<file path="src/design/frac_n_synth_register_calc_unit_macros.svh">
// Assertion macros shared by the register calculator RTL.
`ifndef FRAC_N_SYNTH_REGISTER_CALC_UNIT_MACROS_SVH
`define FRAC_N_SYNTH_REGISTER_CALC_UNIT_MACROS_SVH

// Same-cycle implication, checked on clk, muted while arst_n is low.
`define FNSRC_ASSERT_NOW(lbl, ante, cons, msg) \
	lbl: assert property (@(posedge clk) disable iff (!arst_n) (ante) |-> (cons)) \
		else $error(msg);

// Next-cycle implication, checked on clk, muted while arst_n is low.
`define FNSRC_ASSERT_NEXT(lbl, ante, cons, msg) \
	lbl: assert property (@(posedge clk) disable iff (!arst_n) (ante) |=> (cons)) \
		else $error(msg);

`endif

</file>
<file path="src/design/fnsrc_pkg.sv">
// Shared types and constants of the synthesizer register calculator.
package fnsrc_pkg;

	localparam int FreqW    = 23;
	localparam int CfgW     = 16;
	localparam int WordW    = 32;
	localparam int IdxW     = 3;
	localparam int BandW    = 3;
	localparam int DivW     = 32;
	localparam int DivCntW  = 6;
	localparam int MhzW     = 7;
	localparam int FracFldW = 12;
	localparam int RecipW   = 17;

	// config register indexes
	typedef enum logic [0:0] {
		CFG_PFD     = 1'b0,
		CFG_SPACING = 1'b1
	} cfg_reg_t;

	localparam logic [CfgW-1:0] PFD_RESET     = 16'd25000;
	localparam logic [CfgW-1:0] SPACING_RESET = 16'd100;
	localparam logic [CfgW-1:0] KHZ_PER_MHZ   = 16'd1000;

	// pfd / 1000 as (pfd * ceil(2^26 / 1000)) >> 26, exact for 16-bit pfd
	localparam logic [RecipW-1:0] MHZ_RECIP    = 17'd67109;
	localparam int                MHZ_RECIP_SH = 26;

	// output divider band edges, kHz
	localparam logic [FreqW-1:0] BAND_0_KHZ = 23'd2200000;
	localparam logic [FreqW-1:0] BAND_1_KHZ = 23'd1100000;
	localparam logic [FreqW-1:0] BAND_2_KHZ = 23'd550000;
	localparam logic [FreqW-1:0] BAND_3_KHZ = 23'd275000;
	localparam logic [FreqW-1:0] BAND_4_KHZ = 23'd137500;
	localparam logic [FreqW-1:0] BAND_5_KHZ = 23'd68750;

	// fixed register words and bases
	localparam logic [WordW-1:0] REG1_BASE = 32'h0000_8001;
	localparam logic [WordW-1:0] REG2_WORD = 32'h0000_4E42;
	localparam logic [WordW-1:0] REG3_WORD = 32'h0000_04B3;
	localparam logic [WordW-1:0] REG4_BASE = 32'h0085_03FC;
	localparam logic [WordW-1:0] REG5_WORD = 32'h0058_0005;

	// register numbers
	localparam logic [IdxW-1:0] RIDX_0 = 3'd0;
	localparam logic [IdxW-1:0] RIDX_1 = 3'd1;
	localparam logic [IdxW-1:0] RIDX_2 = 3'd2;
	localparam logic [IdxW-1:0] RIDX_3 = 3'd3;
	localparam logic [IdxW-1:0] RIDX_4 = 3'd4;
	localparam logic [IdxW-1:0] RIDX_5 = 3'd5;

	// divider iteration counts
	localparam logic [DivCntW-1:0] NB_CFG  = 6'd16;
	localparam logic [DivCntW-1:0] NB_INT  = 6'd23;
	localparam logic [DivCntW-1:0] NB_FRAC = 6'd32;

	typedef enum logic [4:0] {
		OP_NONE,
		OP_DIV_PFDK,
		OP_SET_MODNUM,
		OP_DIV_MODNUM,
		OP_SET_MOD,
		OP_DIV_INT,
		OP_SET_INT,
		OP_ZERO_INT,
		OP_SET_MPROD,
		OP_DIV_FRAC,
		OP_SET_FRAC,
		OP_GCD_INIT,
		OP_DIV_GCD,
		OP_GCD_STEP,
		OP_DIV_MODG,
		OP_SET_MODG,
		OP_DIV_FRACG,
		OP_SET_FRACG,
		OP_EMIT
	} dp_op_t;

	typedef struct packed {
		logic            load;
		dp_op_t          op;
		logic [IdxW-1:0] idx;
	} dp_cmd_t;

	typedef struct packed {
		logic div_done;
		logic pfd_zero;
		logic spacing_zero;
		logic gb_zero;
		logic g_gt1;
	} dp_sts_t;

endpackage

</file>
<file path="src/design/fnsrc_div.sv">
// Restoring divider, one quotient bit per cycle.
`include "frac_n_synth_register_calc_unit_macros.svh"

module fnsrc_div import fnsrc_pkg::*; (
	input  logic               clk,
	input  logic               arst_n,
	input  logic               start,
	input  logic [DivW-1:0]    dividend,
	input  logic [CfgW-1:0]    divisor,
	input  logic [DivCntW-1:0] nbits,
	output logic               done,
	output logic [DivW-1:0]    quo,
	output logic [CfgW-1:0]    rem
);

	logic               run_q;
	logic               done_q;
	logic [DivCntW-1:0] cnt_q;
	logic [DivW-1:0]    quo_q;
	logic [CfgW-1:0]    rem_q;
	logic [CfgW-1:0]    dvs_q;
	logic [CfgW:0]      trial;
	logic [CfgW:0]      diff;
	logic               fits;

	assign trial = {rem_q, quo_q[DivW-1]};
	assign fits  = trial >= {1'b0, dvs_q};
	assign diff  = trial - {1'b0, dvs_q};

	always_ff @(posedge clk or negedge arst_n) begin
		if (!arst_n) begin
			run_q  <= 1'b0;
			done_q <= 1'b0;
			cnt_q  <= '0;
		end else if (start) begin
			run_q  <= 1'b1;
			done_q <= 1'b0;
			cnt_q  <= nbits;
		end else begin
			done_q <= run_q && (cnt_q == DivCntW'(1));
			if (run_q) begin
				cnt_q <= cnt_q - DivCntW'(1);
				if (cnt_q == DivCntW'(1)) run_q <= 1'b0;
			end
		end
	end

	// dividend is pre-shifted so its top bit leads
	always_ff @(posedge clk) begin
		if (start) begin
			quo_q <= dividend << (DivCntW'(DivW) - nbits);
			rem_q <= '0;
			dvs_q <= divisor;
		end else if (run_q) begin
			quo_q <= {quo_q[DivW-2:0], fits};
			rem_q <= fits ? diff[CfgW-1:0] : trial[CfgW-1:0];
		end
	end

	assign done = done_q;
	assign quo  = quo_q;
	assign rem  = rem_q;

	`FNSRC_ASSERT_NOW(a_div_start_idle, start, !run_q, "divider restarted mid-run")
	`FNSRC_ASSERT_NOW(a_div_done_stopped, done_q, !run_q && (cnt_q == '0), "done while running")

endmodule

</file>
<file path="src/design/fnsrc_dp.sv">
// Datapath: config registers, operand registers, divider and output word register.
`include "frac_n_synth_register_calc_unit_macros.svh"

module fnsrc_dp import fnsrc_pkg::*; (
	input  logic             clk,
	input  logic             arst_n,
	input  logic [FreqW-1:0] freq_khz,
	input  logic             wr_en,
	input  logic [0:0]       wr_index,
	input  logic [CfgW-1:0]  wr_data,
	input  dp_cmd_t          cmd,
	output dp_sts_t          sts,
	output logic             word_valid,
	output logic [IdxW-1:0]  reg_index,
	output logic [WordW-1:0] reg_word,
	output logic             last_word
);

	logic [CfgW-1:0]        pfd_q;
	logic [CfgW-1:0]        spacing_q;
	logic [BandW-1:0]       band_in;
	logic [BandW-1:0]       band_q;
	logic [FreqW-1:0]       prod_q;
	logic [CfgW+RecipW-1:0] pfd_scaled;
	logic [MhzW-1:0]        pfd_mhz_q;
	logic [CfgW-1:0]        modnum_q;
	logic [CfgW-1:0]        mod_q;
	logic [CfgW-1:0]        int_q;
	logic [CfgW-1:0]        rem_q;
	logic [DivW-1:0]        mprod_q;
	logic [CfgW-1:0]        frac_q;
	logic [CfgW-1:0]        ga_q;
	logic [CfgW-1:0]        gb_q;
	logic                   div_start;
	logic [DivW-1:0]        div_dividend;
	logic [CfgW-1:0]        div_divisor;
	logic [DivCntW-1:0]     div_nbits;
	logic                   div_done;
	logic [DivW-1:0]        div_quo;
	logic [CfgW-1:0]        div_rem;
	logic [WordW-1:0]       word_d;
	logic                   word_valid_q;
	logic [IdxW-1:0]        reg_index_q;
	logic [WordW-1:0]       reg_word_q;
	logic                   last_q;

	always_ff @(posedge clk or negedge arst_n) begin
		if (!arst_n) begin
			pfd_q     <= PFD_RESET;
			spacing_q <= SPACING_RESET;
		end else if (wr_en) begin
			unique case (wr_index)
				CFG_PFD:     pfd_q     <= wr_data;
				CFG_SPACING: spacing_q <= wr_data;
				default: ;
			endcase
		end
	end

	// divider band, log2 of the output divider
	always_comb begin
		priority if (freq_khz >= BAND_0_KHZ) band_in = 3'd0;
		else if (freq_khz >= BAND_1_KHZ) band_in = 3'd1;
		else if (freq_khz >= BAND_2_KHZ) band_in = 3'd2;
		else if (freq_khz >= BAND_3_KHZ) band_in = 3'd3;
		else if (freq_khz >= BAND_4_KHZ) band_in = 3'd4;
		else if (freq_khz >= BAND_5_KHZ) band_in = 3'd5;
		else band_in = 3'd6;
	end

	// pfd in whole MHz by reciprocal multiply
	assign pfd_scaled = (CfgW+RecipW)'(pfd_q) * (CfgW+RecipW)'(MHZ_RECIP);

	// divider operand select
	always_comb begin
		div_start    = 1'b1;
		div_dividend = '0;
		div_divisor  = KHZ_PER_MHZ;
		div_nbits    = NB_CFG;
		unique case (cmd.op)
			OP_DIV_MODNUM: begin
				div_dividend = DivW'(modnum_q);
				div_divisor  = spacing_q;
			end
			OP_DIV_INT: begin
				div_dividend = DivW'(prod_q);
				div_divisor  = pfd_q;
				div_nbits    = NB_INT;
			end
			OP_DIV_FRAC: begin
				div_dividend = mprod_q;
				div_divisor  = pfd_q;
				div_nbits    = NB_FRAC;
			end
			OP_DIV_GCD: begin
				div_dividend = DivW'(ga_q);
				div_divisor  = gb_q;
			end
			OP_DIV_MODG: begin
				div_dividend = DivW'(mod_q);
				div_divisor  = ga_q;
			end
			OP_DIV_FRACG: begin
				div_dividend = DivW'(frac_q);
				div_divisor  = ga_q;
			end
			default: div_start = 1'b0;
		endcase
	end

	fnsrc_div u_div (
		.clk      (clk),
		.arst_n   (arst_n),
		.start    (div_start),
		.dividend (div_dividend),
		.divisor  (div_divisor),
		.nbits    (div_nbits),
		.done     (div_done),
		.quo      (div_quo),
		.rem      (div_rem)
	);

	always_ff @(posedge clk) begin
		if (cmd.load) begin
			band_q <= band_in;
			prod_q <= freq_khz << band_in;
		end
		unique case (cmd.op)
			OP_DIV_PFDK:   pfd_mhz_q <= pfd_scaled[MHZ_RECIP_SH +: MhzW];
			OP_SET_MODNUM: modnum_q  <= CfgW'(pfd_mhz_q) * KHZ_PER_MHZ;
			OP_SET_MOD:    mod_q     <= sts.spacing_zero ? '0 : div_quo[CfgW-1:0];
			OP_SET_INT: begin
				int_q <= div_quo[CfgW-1:0];
				rem_q <= div_rem;
			end
			OP_ZERO_INT: begin
				int_q  <= '0;
				frac_q <= '0;
			end
			OP_SET_MPROD: mprod_q <= DivW'(rem_q) * DivW'(mod_q);
			OP_SET_FRAC:  frac_q  <= div_quo[CfgW-1:0];
			OP_GCD_INIT: begin
				ga_q <= frac_q;
				gb_q <= mod_q;
			end
			OP_GCD_STEP: begin
				ga_q <= gb_q;
				gb_q <= div_rem;
			end
			OP_SET_MODG:  mod_q  <= div_quo[CfgW-1:0];
			OP_SET_FRACG: frac_q <= div_quo[CfgW-1:0];
			default: ;
		endcase
	end

	always_comb begin
		unique case (cmd.idx)
			RIDX_0:  word_d = {1'b0, int_q, frac_q[FracFldW-1:0], 3'b000};
			RIDX_1:  word_d = REG1_BASE | {13'd0, mod_q, 3'b000};
			RIDX_2:  word_d = REG2_WORD;
			RIDX_3:  word_d = REG3_WORD;
			RIDX_4:  word_d = REG4_BASE + {9'd0, band_q, 20'd0};
			RIDX_5:  word_d = REG5_WORD;
			default: word_d = '0;
		endcase
	end

	always_ff @(posedge clk or negedge arst_n) begin
		if (!arst_n) word_valid_q <= 1'b0;
		else word_valid_q <= (cmd.op == OP_EMIT);
	end

	always_ff @(posedge clk) begin
		if (cmd.op == OP_EMIT) begin
			reg_index_q <= cmd.idx;
			reg_word_q  <= word_d;
			last_q      <= (cmd.idx == RIDX_0);
		end
	end

	assign sts.div_done     = div_done;
	assign sts.pfd_zero     = (pfd_q == '0);
	assign sts.spacing_zero = (spacing_q == '0);
	assign sts.gb_zero      = (gb_q == '0);
	assign sts.g_gt1        = (ga_q > CfgW'(1));

	assign word_valid = word_valid_q;
	assign reg_index  = reg_index_q;
	assign reg_word   = reg_word_q;
	assign last_word  = last_q;

	`FNSRC_ASSERT_NOW(a_div_nonzero, div_start, div_divisor != '0, "division by zero issued")

endmodule

</file>
<file path="src/design/fnsrc_ctrl.sv">
// Sequencer: steps the datapath through the divisions, the GCD loop and word output.
`include "frac_n_synth_register_calc_unit_macros.svh"

module fnsrc_ctrl import fnsrc_pkg::*; (
	input  logic    clk,
	input  logic    arst_n,
	input  logic    start,
	output logic    busy,
	output dp_cmd_t cmd,
	input  dp_sts_t sts
);

	typedef enum logic [4:0] {
		ST_IDLE,
		ST_MODQ,
		ST_MODQ_W,
		ST_MODN,
		ST_MODN_W,
		ST_INT,
		ST_INT_W,
		ST_MPROD,
		ST_FRAC,
		ST_FRAC_W,
		ST_GINIT,
		ST_GCHK,
		ST_GCD,
		ST_GCD_W,
		ST_RED,
		ST_MODG_W,
		ST_FRACG,
		ST_FRACG_W,
		ST_EMIT
	} state_t;

	state_t          state_q;
	dp_op_t          op_q;
	logic [IdxW-1:0] idx_q;
	logic [IdxW-1:0] cnt_q;

	always_ff @(posedge clk or negedge arst_n) begin
		if (!arst_n) begin
			state_q <= ST_IDLE;
			op_q    <= OP_NONE;
			idx_q   <= '0;
			cnt_q   <= '0;
		end else begin
			op_q <= OP_NONE;
			unique case (state_q)
				ST_IDLE: if (start) state_q <= ST_MODQ;
				ST_MODQ: begin
					op_q    <= OP_DIV_PFDK;
					state_q <= ST_MODQ_W;
				end
				// pfd in MHz is registered while this state runs
				ST_MODQ_W: begin
					op_q    <= OP_SET_MODNUM;
					state_q <= ST_MODN;
				end
				ST_MODN: if (sts.spacing_zero) begin
					op_q    <= OP_SET_MOD;
					state_q <= ST_INT;
				end else begin
					op_q    <= OP_DIV_MODNUM;
					state_q <= ST_MODN_W;
				end
				ST_MODN_W: if (sts.div_done) begin
					op_q    <= OP_SET_MOD;
					state_q <= ST_INT;
				end
				ST_INT: if (sts.pfd_zero) begin
					op_q    <= OP_ZERO_INT;
					state_q <= ST_GINIT;
				end else begin
					op_q    <= OP_DIV_INT;
					state_q <= ST_INT_W;
				end
				ST_INT_W: if (sts.div_done) begin
					op_q    <= OP_SET_INT;
					state_q <= ST_MPROD;
				end
				ST_MPROD: begin
					op_q    <= OP_SET_MPROD;
					state_q <= ST_FRAC;
				end
				ST_FRAC: begin
					op_q    <= OP_DIV_FRAC;
					state_q <= ST_FRAC_W;
				end
				ST_FRAC_W: if (sts.div_done) begin
					op_q    <= OP_SET_FRAC;
					state_q <= ST_GINIT;
				end
				ST_GINIT: begin
					op_q    <= OP_GCD_INIT;
					state_q <= ST_GCHK;
				end
				ST_GCHK: state_q <= ST_GCD;
				ST_GCD: if (sts.gb_zero) begin
					state_q <= ST_RED;
				end else begin
					op_q    <= OP_DIV_GCD;
					state_q <= ST_GCD_W;
				end
				ST_GCD_W: if (sts.div_done) begin
					op_q    <= OP_GCD_STEP;
					state_q <= ST_GCHK;
				end
				ST_RED: if (sts.g_gt1) begin
					op_q    <= OP_DIV_MODG;
					state_q <= ST_MODG_W;
				end else begin
					cnt_q   <= RIDX_5;
					state_q <= ST_EMIT;
				end
				ST_MODG_W: if (sts.div_done) begin
					op_q    <= OP_SET_MODG;
					state_q <= ST_FRACG;
				end
				ST_FRACG: begin
					op_q    <= OP_DIV_FRACG;
					state_q <= ST_FRACG_W;
				end
				ST_FRACG_W: if (sts.div_done) begin
					op_q    <= OP_SET_FRACG;
					cnt_q   <= RIDX_5;
					state_q <= ST_EMIT;
				end
				ST_EMIT: begin
					op_q  <= OP_EMIT;
					idx_q <= cnt_q;
					if (cnt_q == RIDX_0) state_q <= ST_IDLE;
					else cnt_q <= cnt_q - IdxW'(1);
				end
				default: state_q <= ST_IDLE;
			endcase
		end
	end

	assign busy     = (state_q != ST_IDLE);
	assign cmd.load = start && (state_q == ST_IDLE);
	assign cmd.op   = op_q;
	assign cmd.idx  = idx_q;

	`FNSRC_ASSERT_NOW(a_done_in_wait, sts.div_done,
		state_q == ST_MODQ_W || state_q == ST_MODN_W || state_q == ST_INT_W ||
		state_q == ST_FRAC_W || state_q == ST_GCD_W || state_q == ST_MODG_W ||
		state_q == ST_FRACG_W, "divider finished outside a wait state")
	`FNSRC_ASSERT_NEXT(a_emit_ends, (state_q == ST_EMIT) && (cnt_q == RIDX_0),
		(state_q == ST_IDLE) && (op_q == OP_EMIT) && (idx_q == RIDX_0),
		"word run did not end on register 0")

endmodule

</file>
<file path="src/design/frac_n_synth_register_calc_unit.sv">
// Top level of the fractional-N synthesizer register calculator.
//
// Usage
//   Input: raise start with freq_khz (wanted RF output in kHz); the transaction
//   is taken on a rising edge where start is high and busy is low. busy stays
//   high until the register-0 word is being loaded into the output register.
//   Output: six transactions, registers 5,4,3,2,1,0 in that order, one per
//   cycle on consecutive cycles, each marked by word_valid for one cycle;
//   last_word flags register 0. The receiver cannot stall: words are shown
//   once and must be taken.
//   Config: wr_en/wr_index/wr_data write pfd_khz (index 0) or
//   channel_spacing_khz (index 1); write only while busy is low.
// Timing
//   pfd in whole MHz comes from a reciprocal multiply; MOD, INT, FRAC, the
//   Euclid remainders and the reduction share one bit-serial divider; zero
//   spacing skips the MOD division and zero pfd the INT and FRAC divisions.
//   The six words follow back to back. busy drops in the cycle before the
//   register-0 word shows, and the next transaction can be taken at the first
//   edge with busy low.
// Reset
//   arst_n (async, active low) returns the sequencer to idle, drops
//   word_valid and loads pfd 25000 kHz and spacing 100 kHz.

module frac_n_synth_register_calc_unit import fnsrc_pkg::*; (
	input  logic             clk,
	input  logic             arst_n,
	input  logic             start,
	output logic             busy,
	input  logic [FreqW-1:0] freq_khz,
	input  logic             wr_en,
	input  logic [0:0]       wr_index,
	input  logic [CfgW-1:0]  wr_data,
	output logic             word_valid,
	output logic [IdxW-1:0]  reg_index,
	output logic [WordW-1:0] reg_word,
	output logic             last_word
);

	// command from sequencer, status back from datapath
	dp_cmd_t cmd;
	dp_sts_t sts;

	// Sequencer: MOD, then INT/remainder, then FRAC, then Euclid on FRAC/MOD,
	// optional reduction, then the six-word output run.
	fnsrc_ctrl u_ctrl (
		.clk    (clk),
		.arst_n (arst_n),
		.start  (start),
		.busy   (busy),
		.cmd    (cmd),
		.sts    (sts)
	);

	// Datapath: holds config, operands, the shared divider and the output
	// word register; freq_khz is captured on the accepting edge.
	fnsrc_dp u_dp (
		.clk        (clk),
		.arst_n     (arst_n),
		.freq_khz   (freq_khz),
		.wr_en      (wr_en),
		.wr_index   (wr_index),
		.wr_data    (wr_data),
		.cmd        (cmd),
		.sts        (sts),
		.word_valid (word_valid),
		.reg_index  (reg_index),
		.reg_word   (reg_word),
		.last_word  (last_word)
	);

endmodule
</file>
<file path="config.mk">
export PLATFORM = sky130hd
export DESIGN_NAME = frac_n_synth_register_calc_unit
export DESIGN_NICKNAME = d
export VERILOG_FILES = /design/src/design/fnsrc_pkg.sv /design/src/design/fnsrc_div.sv /design/src/design/fnsrc_dp.sv /design/src/design/fnsrc_ctrl.sv /design/src/design/frac_n_synth_register_calc_unit.sv
export VERILOG_INCLUDE_DIRS = /design/src /design/src/design
export SDC_FILE = /design/constraint.sdc
export NUM_CORES = 1
export LEC_CHECK = 0
export BUFFER_PORTS_ARGS = -buffer_cell sky130_fd_sc_hd__buf_2
export CAP_MARGIN = 40
export CORE_MARGIN = 10
export CORE_UTILIZATION = 60
export CTS_CLUSTER_SIZE = 8
export DETAILED_ROUTE_END_ITERATION = 12
export PLACE_DENSITY = 0.74
export SETUP_SLACK_MARGIN = 0.3
export SLEW_MARGIN = 20
export SYNTH_ARGS = -nofsm -noshare
export SYNTH_HDL_FRONTEND = slang
export SYNTH_SLANG_ARGS = --single-unit
</file>
<file path="constraint.sdc">
create_clock -name clk -period 6.7 [get_ports clk]
set_input_delay 0.67 -clock clk [delete_from_list [all_inputs] [get_ports clk]]
set_output_delay 0.67 -clock clk [all_outputs]
set_load 0.02 [all_outputs]
</file>
After elaboration in Yosys (flattened, before gate mapping). Cells that the tools add are included.

Register bits after elaboration: 331. Output and inout bits: 38. Word-level logic and storage cells: 175.

Add/sub/neg operators: 5. $mul: 3. Order comparisons: 8. Equality and inequality tests: 52. Shift-type cells: 2. Mux-type cells: 54. Bitwise logic cells: 1. Reductions and logical operators: 23.

Operators by type and width (count): one-hot mux 32 bit (6 select lines) (2); one-hot mux 16 bit (2 select lines) (5); one-hot mux 5 bit (19 select lines) (1); one-hot mux 5 bit (17 select lines) (1); equality test 5 x 4 -> 1 bit, second input constant (16); 2-to-1 mux 32 bit (2); one-hot mux 16 bit (4 select lines) (1); 2-to-1 mux 5 bit (10); zero test 16 bit (3); equality test 5 x 3 -> 1 bit, second input constant (8); multiplier 16 x 17 -> 33 bit, second input constant (1); 2-to-1 mux 3 bit (11); multiplier 16 x 16 -> 32 bit (1); 2-to-1 mux 16 bit (2); left shift 32 x 6 -> 32 bit (1); equality test 5 bit, second input constant (6); adder 24 x 23 -> 25 bit, first input constant (1); 2-to-1 mux 4 bit (6); >= comparator 23 x 17 -> 1 bit, second input constant (1); >= comparator 23 x 18 -> 1 bit, second input constant (1); >= comparator 23 x 19 -> 1 bit, second input constant (1); >= comparator 23 x 20 -> 1 bit, second input constant (1); >= comparator 23 x 21 -> 1 bit, second input constant (1); >= comparator 23 x 22 -> 1 bit, second input constant (1); other kinds (33) (64).

Longest topological paths before layout.
Word-level depth: 8. Mapped depth: 24. Mapped depth without buffers: 22.

Cells and area by module. From an unflattened synthesis, not the netlist that was laid out.

Cells, all modules: 2906. Area, all modules: 30266.5 um^2.

By module, submodules not included: fnsrc_dp (instances 1, cells each 2241, area an instance 23761.5 um^2, sequential area each 7113.1 um^2); fnsrc_div (instances 1, cells each 533, area an instance 5393.9 um^2, sequential area each 1961.9 um^2); fnsrc_ctrl (instances 1, cells each 132, area an instance 1111.1 um^2, sequential area each 400.4 um^2).

Worst setup path after synthesis. Ideal clock, no wire load.

Kind: register to register. Start point: register u_dp.mod_q[6]. End point: register u_dp.mprod_q[31], data pin. Setup time: 0.260 ns. Arrival time: 5.850 ns. Path slack: 0.590 ns. Stages on the path, launching flop included: 23. Buffers on the path: 2. Path through: edfxtp_1 > clkbuf_1 > clkbuf_1 > and2_1 > fa_1 > inv_1 > fa_1 > fa_1 > fa_1 > inv_1 > fa_1 > inv_1 > fa_1 > inv_1 > ha_1 > o21ai_0 > a21o_1 > a211oi_1 > or3_1 > a311o_1 > a21oi_1 > a31oi_1 > xnor2_1.

Longest elaborated chain between the ends: 1.

RTL lines: from (decl) (RTL line fnsrc_dp.sv:27) `logic [CfgW-1:0] mod_q;`; from (signal assigned) (RTL line fnsrc_dp.sv:131) `OP_SET_MOD: mod_q <= sts.spacing_zero ? '0 : div_quo[CfgW-1:0];`; from (signal assigned) (RTL line fnsrc_dp.sv:150) `OP_SET_MODG: mod_q <= div_quo[CfgW-1:0];`; multiplier 16 x 16 -> 32 bit (RTL line fnsrc_dp.sv:140) `OP_SET_MPROD: mprod_q <= DivW'(rem_q) * DivW'(mod_q);`; to (signal assigned) (RTL line fnsrc_dp.sv:140); to (decl) (RTL line fnsrc_dp.sv:30) `logic [DivW-1:0] mprod_q;`.

No other way between the ends. A chain may end at the register's enable or synchronous reset.

Worst setup path after layout.
Start point: register u_dp.mod_q[6]. End point: register u_dp.mprod_q[26], data pin.

The elaborated chain is that of the path after synthesis.

==> impl_metrics.csv <==
group,metric,value,unit
worst_setup_path,crit_path_start_kind,"register",
clock_tree,clockBufferDepth,3,
timing,fmax,160,MHz
timing,finalSetupTns,0,ns
drt,drtIter0Drc,2272,
yosys,synth_warnings,0,
yosys,synthAdderAreaFrac,30.7,%
drt,vias,20954,
placed_design,place_congestion,0.971,
floorplanning,die_w,237,um
drt,ant_nets,0,
drt,via_per_inst,6.08,
yosys,synth.distinct_cells,81,
drt,wl_per_cell,22.5,um
drt,wirelength,77700,um
floorplanning,core-area,0.0466,mm^2
worst_setup_path,cpMostUsedCell,"fa_1",
worst_setup_path,path_delay_family,"adder cells",
layout,utilization,67.8,%
worst_setup_path,path_buf_inv,6,
worst_setup_path,rr_endpoint,"u_dp.mprod_q[26]",
timing,max-slew-margin-rel,45.4,%
yosys,synth_edf_count,257,
worst_setup_path,slowest_stage,"fa_1",
drt,drc,0,
worst_setup_path,rrSetupSlack,0.43,ns
clock_tree,cts_root_buffer,"clkbuf_16",
timing,fin_crit_sh,93.5,%
grt,antenna_found_initial,2,
floorplanning,initial_core_util,60.8,%
status,outcome,"completed",
floorplanning,io_pins,82,
timing,fin_crit,6.27,ns
layout,drive_gt1_share,13.6,%
floorplanning,die_area,0.0562,mm^2
worst_setup_path,max_stage_delay,0.57,ns
floorplanning,rows,79,
clock_tree,cts_num_sinks,330,
clock_tree,h-tree-depth,2,
floorplanning,die_y,237,um
timing,drv_slew,0,
yosys,ys_ff_latch,330,
timing,worstMarginPinSlew,0.819,ns
yosys,synth_compound_area_share,9.86,%
yosys,synth_nets,3278,
yosys,seq_area_frac_synth,33.5,%
clock_tree,cts.clk_slew.worst_paths,0.05,ns
yosys,synth-xor-area-share,1.89,%
layout,area_growth_syn_to_layout,11.5,%
worst_setup_path,r2r-start,"u_dp.mod_q[6]",
layout,final_nets,3397,
yosys,synth.area.mux_share,4.63,%
grt,grt_pass1_vias,21981,
timing,skew,0.0300,ns
worst_setup_path,path_cells,"buf_8, buf_2, and2_1, fa_1, inv_1, fa_1, inv_1, fa_1, fa_1, fa_1, inv_1, fa_1, inv_1, ha_1, a21o_1, o21ai_1, nor2_2, a211o_1, a21oi_1, xnor2_1",
yosys,synth-main-ff-cell,"edfxtp_1",
placed_design,port_buffers,80,
drt,drtPass1Iterations,9,
timing,finalSetupViolCount,0,
run,max-cap-violations,0,
yosys,syn_area_per_cell,10.5,um^2
yosys,async_flop_share,17.3,%
timing,final-hold-violation-count,0,
clock_tree,cts_buffers,47,
layout,layout_common_cells,"inv_1, ha_1, edfxtp_1",
worst_setup_path,arrival,6.54,ns
grt,overflow,0,
yosys,synth_top_family_by_area,"adder cells",
timing,rsz0062_at_grt,"false",
worst_setup_path,worst-setup-path-type,"reg2reg",
timing,whs,0.278,ns
worst_setup_path,required,6.97,ns
worst_setup_path,reg2reg_depth,20,
placed_design,post-dp-hpwl,58500,um
grt,gr-usage-all-layers,27.3,%
clock_tree,holdBufCountCts,0,
layout,final_common_cell,"inv_1",
yosys,syn_inst,2691,
yosys,syn_area,0.0283,mm^2
clock_tree,insertion_delay,0.56,ns
clock_tree,tritoncts,"built",
hold_path,min_path_type,"in2async",
grt,grt_pass1_wl,123000,um
grt,grt_max_degree,58,
yosys,post_synth_and_or_nand_nor_area_fraction,12.6,%
worst_setup_path,path_max_fanout,7,
worst_setup_path,crit_path_end_kind,"register",
[state kept, by name (all words and copies together), names as in the netlist, 3 cells and up]
register          cells
u_dp.u_div.cnt_q      6
u_ctrl.op_q           5
u_dp.int_q           16
u_dp.mprod_q         32
u_dp.band_q           3
u_ctrl.cnt_q          3
u_dp.u_div.rem       16
u_dp.spacing_q       16
u_dp.mod_q           16
u_dp.u_div.quo       32
u_dp.modnum_q        13
u_dp.prod_q          23
u_dp.pfd_mhz_q        7
u_dp.u_div.dvs_q     16
u_dp.frac_q          16
u_dp.pfd_q           16
u_dp.gb_q            16
u_dp.ga_q            16
u_dp.reg_word        31
u_dp.rem_q           16
u_ctrl.idx_q          3
u_ctrl.state_q        5
u_dp.reg_index        3
[synth_stat cells (42+ instances only)]
master      n  area [um^2]
a21oi_1   100          500
and2_1    150          938
clkbuf_1  112          420
dfrtp_1    48         1200
edfxtp_1  257         7720
fa_1      252         5040
ha_1      291         3640
inv_1     374         1400
mux2_2     68          766
mux2i_1    52          521
nand2_1   256          961
nor2_1    110          413
nor2b_1    50          313
o21ai_0    81          405
xnor2_1    42          368
[area by class of cell]
type | count | area [um^2]
Tap cell | 607 | 759
Antenna cell | 1 | 2.50
Fill cell | 3458 | 15000
Inverter | 375 | 1410
Timing Repair Buffer | 198 | 1420
Sequential cell | 330 | 9480
Clock buffer | 76 | 1310
Clock inverter | 3 | 30.0
Multi-Input combinational cell | 1858 | 17200
[routing by layer]
| layer | global-route usage, % | part of all wire (%) | vias to the layer above |
|---|---|---|---|
| met1 | 34.3 | 38 | 10279 |
| met4 | 11.2 | 4.2 | 0 |
| li1 | - | - | 9406 |
| met5 | 0 | 0 | - |
| met2 | 45.8 | 49 | 1045 |
| met3 | 4.78 | 8.3 | 224 |
[cell families after synthesis]
kind of cell             count (synthesis)
AO/OA/AOI/OAI                          407
XOR/XNOR                                61
adder cells (fa/ha/maj)                543
buffers and inverters                  503
flip-flops                             330
multiplexers                           122
other                                    1
AND/OR/NAND/NOR                        724
[per-stage QoR]
stage               setup slack, ns  area (um^2)  std cells
global placement              0.265        29500       3315
detailed placement            0.150        29600       3326
global route                  0.263        31600       3448
CTS                           0.303        31100       3416
floorplan                     0.590        28300       2691
finish                        0.434        31600       3448
[how the worst max path moves through the flow]
stage | cells after the start | to | startpoint
final | 20 | u_dp.mprod_q[26] | u_dp.mod_q[6]
after global routing | 21 | u_dp.mprod_q[29] | u_dp.rem_q[5]
after CTS | 21 | u_dp.mprod_q[30] | u_dp.mod_q[6]
after detailed placement | 19 | u_dp.mprod_q[31] | u_dp.rem_q[3]
after global placement | 19 | u_dp.mprod_q[31] | u_dp.rem_q[3]
after floorplan | 22 | u_dp.mprod_q[31] | u_dp.mod_q[6]
[what timing repair did]
item / CTS / global route
endpoints found under the setup margin: 6 / 10
pin swaps: 0 / 19
buffers inserted: 11 / 29
endpoints found under the hold margin: 0 / 0
gates resized for setup: 3 / 49
Power is left out: the tool's default activity adds up to more than one toggle a clock period on the data nets, which glitch-free logic cannot reach.
